**config.mk**
```make
export PLATFORM = sky130hd
export DESIGN_NAME = cct_cell
export DESIGN_NICKNAME = d
export VERILOG_FILES = /design/src/rtl/cct_pkg.sv /design/src/rtl/cct_cell.sv
export SDC_FILE = /design/constraint.sdc
export NUM_CORES = 1
export LEC_CHECK = 0
export BUFFER_PORTS_ARGS = -buffer_cell sky130_fd_sc_hd__buf_2
export CAP_MARGIN = 20
export CORE_MARGIN = 2
export CORE_UTILIZATION = 45
export DETAILED_ROUTE_END_ITERATION = 8
export GPL_TIMING_DRIVEN = 0
export PLACE_DENSITY = 0.81
export SYNTH_ARGS = -nofsm -noshare
export SYNTH_HDL_FRONTEND = slang
export SYNTH_SLANG_ARGS = --single-unit
```
**constraint.sdc**
```tcl
create_clock -name clk -period 5.1 [get_ports clk]
set_input_delay 0 -clock clk [delete_from_list [all_inputs] [get_ports clk]]
set_output_delay 0 -clock clk [all_outputs]
set_load 0.01 [all_outputs]
```
**src/rtl/cct_pkg.sv**
```systemverilog
// Shared constants, codes and types for the compacting client table.
`default_nettype none
package cct_pkg;

    localparam int MAX_CLIENTS = 16;
    localparam int CNT_W       = $clog2(MAX_CLIENTS + 1);
    localparam int ADDR_W      = 32;
    localparam int OP_W        = 2;
    localparam int LIMIT_W     = 5;
    localparam int COUNT_OUT_W = 5;
    localparam int STATUS_W    = 3;
    localparam int CMP_W       = (CNT_W > LIMIT_W) ? CNT_W : LIMIT_W;

    localparam logic [LIMIT_W-1:0] LIMIT_RESET = LIMIT_W'(16);

    localparam logic [OP_W-1:0] OP_CONNECT    = 2'd0;
    localparam logic [OP_W-1:0] OP_DISCONNECT = 2'd1;
    localparam logic [OP_W-1:0] OP_CLEAR      = 2'd2;

    localparam logic [STATUS_W-1:0] ST_ADDED     = 3'd0;
    localparam logic [STATUS_W-1:0] ST_LISTED    = 3'd1;
    localparam logic [STATUS_W-1:0] ST_FULL      = 3'd2;
    localparam logic [STATUS_W-1:0] ST_REMOVED   = 3'd3;
    localparam logic [STATUS_W-1:0] ST_NOT_FOUND = 3'd4;
    localparam logic [STATUS_W-1:0] ST_CLEARED   = 3'd5;

    typedef struct packed {
        logic do_append;
        logic do_remove;
        logic do_clear;
    } cct_cmd_t;

endpackage
`default_nettype wire

```
**src/rtl/cct_cell.sv**
```systemverilog
// One slot of the table: stored address, valid flag, match and shift logic.
`default_nettype none
module cct_cell
    import cct_pkg::*;
(
    input  wire logic              clk,
    input  wire logic              rst_n,
    input  wire cct_cmd_t          cmd,
    input  wire logic [ADDR_W-1:0] req_addr,
    input  wire logic              prev_valid,
    input  wire logic              hit_in,
    input  wire logic [ADDR_W-1:0] next_addr,
    input  wire logic              next_valid,
    output logic [ADDR_W-1:0]      addr_out,
    output logic                   valid_out,
    output logic                   hit_out
);

    logic [ADDR_W-1:0] addr_reg, addr_next;
    logic              valid_reg, valid_next;
    logic              match;

    assign match     = valid_reg && (addr_reg == req_addr);
    assign hit_out   = hit_in | match;
    assign addr_out  = addr_reg;
    assign valid_out = valid_reg;

    always_comb
    begin
        addr_next  = addr_reg;
        valid_next = valid_reg;
        if (cmd.do_clear)
        begin
            valid_next = 1'b0;
        end
        else if (cmd.do_remove && hit_out)
        begin
            addr_next  = next_addr;
            valid_next = next_valid;
        end
        else if (cmd.do_append && !valid_reg && prev_valid)
        begin
            addr_next  = req_addr;
            valid_next = 1'b1;
        end
    end

    always_ff @(posedge clk or negedge rst_n)
    begin
        if (!rst_n)
        begin
            valid_reg <= 1'b0;
        end
        else
        begin
            valid_reg <= valid_next;
        end
    end

    always_ff @(posedge clk)
    begin
        addr_reg <= addr_next;
    end

endmodule
`default_nettype wire

```
==> Word-level counts from Yosys, hierarchy flattened <==
Cells that the tools add are included.
{ "word_totals": {"regBits": 33, "inputBits": 72} }
{ "classes": {"eq_ne": 1, "reduce_logical": 8, "muxes": 5, "bitwise": 2} }
{ "ops": {"columns": ["op", "n"], "rows": [
  ["$mux 32", 2],
  ["$eq 32x32->1", 1],
  ["$logic_and 1x1->1", 4],
  ["$mux 1", 3],
  ["$reduce_bool 3->1", 1],
  ["$reduce_and 2->1", 1],
  ["$reduce_bool 2->1", 1],
  ["$logic_not 1->1", 1],
  ["$not 1->1", 1],
  ["$or 1x1->1", 1]
]} }

==> Depth between registers and ports, before layout <==
{ "logic_depth": {"ltp_word": 6, "mapped_depth": 7, "depth_no_buf": 6} }

==> Worst setup path after synthesis <==
Ideal clock, no wire load.
{ "synth_path": {"path_type": "reg-to-reg", "from": "register addr_reg[8] (netlist: addr_out[8])", "to": "register addr_reg[0] (netlist: addr_out[0]) (enable)", "setup_ns": 0.432, "arrival_ns": 3.262, "setup_slack_ns": 1.406, "path_stages_with_launch": 7, "path_buffers": 1, "period_less_slack_ns": 3.694, "cell_sequence": "edfxtp_1 -> xor2_1 -> or4_1 -> nor4_2 -> o21ai_2 -> buf_6 -> a21oi_1"} }
{ "synth_between": {"elab_chain_len": 6} }
{ "synth_rtl": {"columns": ["element", "line", "text"], "rows": [
  ["start: declaration", "cct_cell.sv:19", "logic [ADDR_W-1:0] addr_reg, addr_next;"],
  ["start signal: assignment", "cct_cell.sv:62", "addr_reg <= addr_next;"],
  ["$eq 32x32->1", "cct_cell.sv:23", "assign match = valid_reg && (addr_reg == req_addr);"],
  ["$logic_and 1x1->1", "cct_cell.sv:23", null],
  ["$or 1x1->1", "cct_cell.sv:24", "assign hit_out = hit_in | match;"],
  ["$logic_and 1x1->1", "cct_cell.sv:36", "else if (cmd.do_remove && hit_out)"],
  ["$reduce_bool 2->1 (no line)", null, null],
  ["$reduce_and 2->1 (no line)", null, null]
]} }
Every way passes these cells.
A chain may end at the register's enable or synchronous reset.

==> Worst setup path in the final report <==
{ "layout_path": {"from": "register addr_reg[14] (netlist: addr_out[14])", "to": "register addr_reg[18] (netlist: addr_out[18]) (enable)"} }
The elaborated chain is that of the path after synthesis.

==> results summary <==
For this block, wires on met1 add up to ~1.9 mm. The layout net count is between 300 and 400. The die outline area is around 4900 um^2.

The first-pass iteration count of the detailed router came out at 4. Setup violations remaining at the end of the flow were counted as 0. The clock group share of total power came out at 28.9%. The initial antenna violation count came out at 0. In this run, the number of DRC markers left after iteration 0 of detailed routing was 62. After detailed routing, the met2 layer carries 2.41 mm of wire. In this run the vertical extent of the chip is ~70 um. roughly 110 I/O pins were placed. For this design the ratio of total power to cell area is 243 nW/um^2. The power share of the combinational group is 20.8%. The synthesis-stage register bit count came out at 33.

Setup repair after global routing left no endpoint under its margin. The width of the die came out at 69.9 um. In this run the cell area of the synthesized design comes to slightly below 2000 um^2. The post-detailed-route via-to-cell ratio came out at just over 5. In this run the clock root is driven by a sky130_fd_sc_hd__clkbuf_8.

The clock net sink count came out at 33. The number of antenna-violating nets in the routed design came out at 0. In this run the mean area of a mapped cell was 15.4 um^2. The routed wirelength normalized by instance count came out at about 16 um. The aggregate routed wire length is around 4.8 mm.

The number of non-filler instances in the completed layout came out at around 290. The number of buffers and inverters on the critical path is 2. In this run the tightest slew margin relative to its limit is 67.6%. The post-synthesis cell type count came out at 28. Max-cap violations in this run came to 0.

STA classifies the critical path endpoint as a flop. The cell leakage power is between 1 and 1.5 nW. The pin slew with the least headroom to its limit came out at 0.486 ns.

The remaining routing DRC violations came out at 0. The data arrival time of the critical path is about 2.7 ns. The post-synthesis sequential area ratio is about half. The required time reported for the critical path endpoint is just over 5 ns.

The type of origin of the critical path is a flop. The clock tree from TritonCTS is yes. The post-synth net total is just under 200.

In this run the worst path has a maximum fanout of 27. The Yosys step of the flow raised 0 warnings. Across every metal layer, demand over resource in global routing totals approximately 20%.

In this run, placement finished with an instance count of about 280. The switching fraction of total power is approximately a quarter. The number of antenna diodes in the final layout is 0. The fraction of final layout cells with drive strength greater than 1 is a little over three fifths. The final setup skew is ~0.0088 ns. Grouping stages by cell kind, the critical path spends the most delay in simple AND/OR/NAND/NOR gates. The largest individual stage delay along the critical path comes from the cell sky130_fd_sc_hd__edfxtp_1. The clock reaches the later pin of the worst-skew pair after 0.29 ns. After detailed routing, the met3 layer carries about 400 um of wire. The pin count of the biggest net entering global routing is 28. The signed area change from the synthesized netlist to the final layout came out at 36.9%.

The sequential power share came out at 50.3%. The clock-pin slew reported for the worst setup and hold paths after clock tree synthesis is roughly 0.070 ns. The via total after detailed routing is around 1500. The gate count of the mapped netlist came out at ~130. The run finished with clean final reports. The global placement routability congestion is 0.735.

The area of the core came out at approximately 4100 um^2. The initial utilization of the core area, before any placement, comes to between 40 and 50%. The largest stage delay on the critical path came out at ~0.42 ns. The min-delay analysis places its worst path in the category input port to flop. The via count of the first global-routing pass is approximately 1600.

The time the worst path needs with I/O delays and setup came out at between 2 and 3 ns. The net switching power of the design came out at around 0.16 mW. Based on the critical path, the design can be clocked at up to approximately 0.36 GHz. The number of gates resized after cts is 0.

Traced cell by cell, the critical path runs through xor2_1, nor4_1, nand3_1, nor4_2, o21ai_2, buf_6, a21oi_4, buf_12. The half-perimeter wire length after detailed placement came out at roughly 3.7 mm. The final count of pins violating max slew came out at 0.

The final critical path takes up about 54% of the cycle. The number of placement rows is 23. The setup path with the least slack is of type flop to flop.

The maximum level of the CTS H-tree is 2. The first global-routing pass estimated about 7.4 mm of wire. The highest layer touched by signal routing is met4. In this run, CTS created clock tree buffers numbering 5. The quantity of I/O buffers inserted on ports came out at about 110.

The highest ir drop seen on vdd came out at 0.170 mV. The clock passes through at most 2 buffers. The number of endpoints with negative hold slack in the final report came to 0. Internal power comes to about 0.49 mW. For this run the aggregate overflow at the end of global routing stands at 0. The final-layout setup total negative slack came out at 0 ns.
-- area by class of cell --
class / count / area, um^2
buffer: 3 / 33.8
clock buffer: 5 / 68.8
tap: 50 / 62.6
fill: 305 / 1410
clock inverter: 3 / 12.5
multi-input combinational: 87 / 928
timing repair buffer: 108 / 566
inverter: 4 / 15.0
sequential: 33 / 986
-- path summary, 6_finish.rpt --
kind / start / endpoint / slack, ns / cells after the start
worst max register to register: addr_out[14]$_DFFE_PP_ / addr_out[18]$_DFFE_PP_ / 2.36 / 8
worst min-delay path: next_addr[23] / addr_out[23]$_DFFE_PP_ / 0.008 / 2
min in group asynchronous: rst_n / valid_out$_DFFE_PN0P_ / 0.02 / 2
max in group asynchronous: rst_n / valid_out$_DFFE_PN0P_ / 4.99 / 2
worst max-delay path: addr_out[14]$_DFFE_PP_ / addr_out[18]$_DFFE_PP_ / 2.36 / 8
worst min register to register: valid_out$_DFFE_PN0P_ / valid_out$_DFFE_PN0P_ / 0.73 / 3
-- per-stage QoR --
stage / instance area, um^2 / hold slack [ns] / power, mW / setup WS [ns] / utilization, %
6_report: 2670 / 0.00841 / 0.649 / 2.36 / 65.4
5_1_grt: 2670 / 0.00280 / 0.679 / 2.16 / 65.4
4_1_cts: 2670 / 0.00136 / 0.655 / 2.31 / 65.4
3_5_place_dp: 2570 / -0.223 / 0.467 / 2.35 / 62.9
3_3_place_gp: 2540 / -0.224 / 0.459 / 0.434 / 62.2
2_1_floorplan: 1950 / -0.296 / 0.405 / 1.41 / -
-- routing by layer --
| metal | global-route usage [%] | vias to the layer above |
|---|---|---|
| li1 | - | 711 |
| met1 | 22.5 | 701 |
| met2 | 34.7 | 71 |
| met3 | 6.06 | 7 |
| met4 | 7.69 | 0 |
| met5 | 0 | - |
-- power by group through the flow --
stage	clock, mW	sequential, mW	combinational, mW
3_3_place_gp	0	0.332	0.127
4_1_cts	0.192	0.326	0.137
6_report	0.188	0.326	0.135
3_5_place_dp	0	0.332	0.135
2_1_floorplan	0	0.338	0.0670
5_1_grt	0.205	0.328	0.146
-- worst register-to-register path, delay by kind of cell (launching register included) --
kind	cells	cell delay, ns
XOR/XNOR	1	0.18
AND/OR/NAND/NOR	3	0.88
buffers and inverters	2	0.47
flip-flops	1	0.42
AO/OA/AOI/OAI	2	0.49
-- sequential cells by signal, summed over array words and instances, names as in the netlist --
signal,cells
valid_out,1
addr_out,32
-- placed cells by master, fill, tap and decap left out --
cell / n
sky130_fd_sc_hd__a2111oi_4: 1
sky130_fd_sc_hd__o2111ai_1: 1
sky130_fd_sc_hd__dlygate4sd3_1: 2
sky130_fd_sc_hd__clkbuf_8: 5
sky130_fd_sc_hd__nand3b_1: 1
sky130_fd_sc_hd__buf_2: 105
sky130_fd_sc_hd__inv_1: 4
sky130_fd_sc_hd__or4_1: 1
sky130_fd_sc_hd__o21ai_2: 1
sky130_fd_sc_hd__a221oi_1: 1
sky130_fd_sc_hd__nor3_1: 1
sky130_fd_sc_hd__nand2b_1: 5
sky130_fd_sc_hd__nor4_1: 3
sky130_fd_sc_hd__mux2_2: 4
sky130_fd_sc_hd__o2111a_1: 1
sky130_fd_sc_hd__mux2_4: 28
sky130_fd_sc_hd__nor2b_1: 2
sky130_fd_sc_hd__clkinv_1: 2
sky130_fd_sc_hd__o21a_1: 1
sky130_fd_sc_hd__a21oi_4: 1
sky130_fd_sc_hd__nand4_1: 2
sky130_fd_sc_hd__buf_12: 1
sky130_fd_sc_hd__clkinv_2: 1
sky130_fd_sc_hd__nor4_2: 1
sky130_fd_sc_hd__edfxtp_1: 32
sky130_fd_sc_hd__buf_6: 3
sky130_fd_sc_hd__xor2_1: 19
sky130_fd_sc_hd__nor2b_4: 1
sky130_fd_sc_hd__nand3_1: 2
sky130_fd_sc_hd__dfrtp_1: 1
sky130_fd_sc_hd__or2_2: 1
sky130_fd_sc_hd__a222oi_1: 1
sky130_fd_sc_hd__nor2_1: 2
sky130_fd_sc_hd__xnor2_1: 6
-- Yosys cell counts --
cell | n | area share, %
sky130_fd_sc_hd__or2_2 | 1 | 0.32
sky130_fd_sc_hd__o21ai_2 | 1 | 0.45
sky130_fd_sc_hd__xnor2_1 | 6 | 2.7
sky130_fd_sc_hd__xor2_1 | 19 | 8.5
sky130_fd_sc_hd__nand3b_1 | 1 | 0.38
sky130_fd_sc_hd__nor3_1 | 1 | 0.26
sky130_fd_sc_hd__nand2b_1 | 5 | 1.6
sky130_fd_sc_hd__nand4_1 | 2 | 0.64
sky130_fd_sc_hd__inv_1 | 4 | 0.77
sky130_fd_sc_hd__a222oi_1 | 1 | 0.51
sky130_fd_sc_hd__o21a_1 | 1 | 0.38
sky130_fd_sc_hd__edfxtp_1 | 32 | 49
sky130_fd_sc_hd__dfrtp_1 | 1 | 1.3
sky130_fd_sc_hd__a221oi_1 | 1 | 0.45
sky130_fd_sc_hd__nand3_1 | 2 | 0.51
sky130_fd_sc_hd__nor2_1 | 2 | 0.38
sky130_fd_sc_hd__or4_1 | 1 | 0.38
sky130_fd_sc_hd__mux2_2 | 4 | 2.3
sky130_fd_sc_hd__buf_6 | 3 | 1.7
sky130_fd_sc_hd__a2111oi_4 | 1 | 1.4
sky130_fd_sc_hd__nor2b_4 | 1 | 0.70
sky130_fd_sc_hd__nor4_2 | 1 | 0.64
sky130_fd_sc_hd__mux2_4 | 28 | 22
sky130_fd_sc_hd__o2111a_1 | 1 | 0.58
sky130_fd_sc_hd__a21oi_1 | 1 | 0.26
sky130_fd_sc_hd__nor2b_1 | 2 | 0.64
sky130_fd_sc_hd__nor4_1 | 3 | 0.96
sky130_fd_sc_hd__o2111ai_1 | 1 | 0.45
-- cells by family (layout without fill, tap and decap cells) --
logic type,Yosys count,count (layout),synth area share [%]
buffers and inverters,7,123,2.50
AOI/OAI and AO/OA,8,8,4.49
xor gates and xnor gates,25,25,11.2
DFF,33,33,50.5
and+or+nand+nor,22,22,7.44
muxes,32,32,23.8
-- what timing repair did --
item	4_1_cts	5_1_grt
endpoints found under the hold margin	2	0
endpoints found under the setup margin	0	0
hold buffers	2	0
setup buffers	0	0
Power figures use the tool's default switching activity.
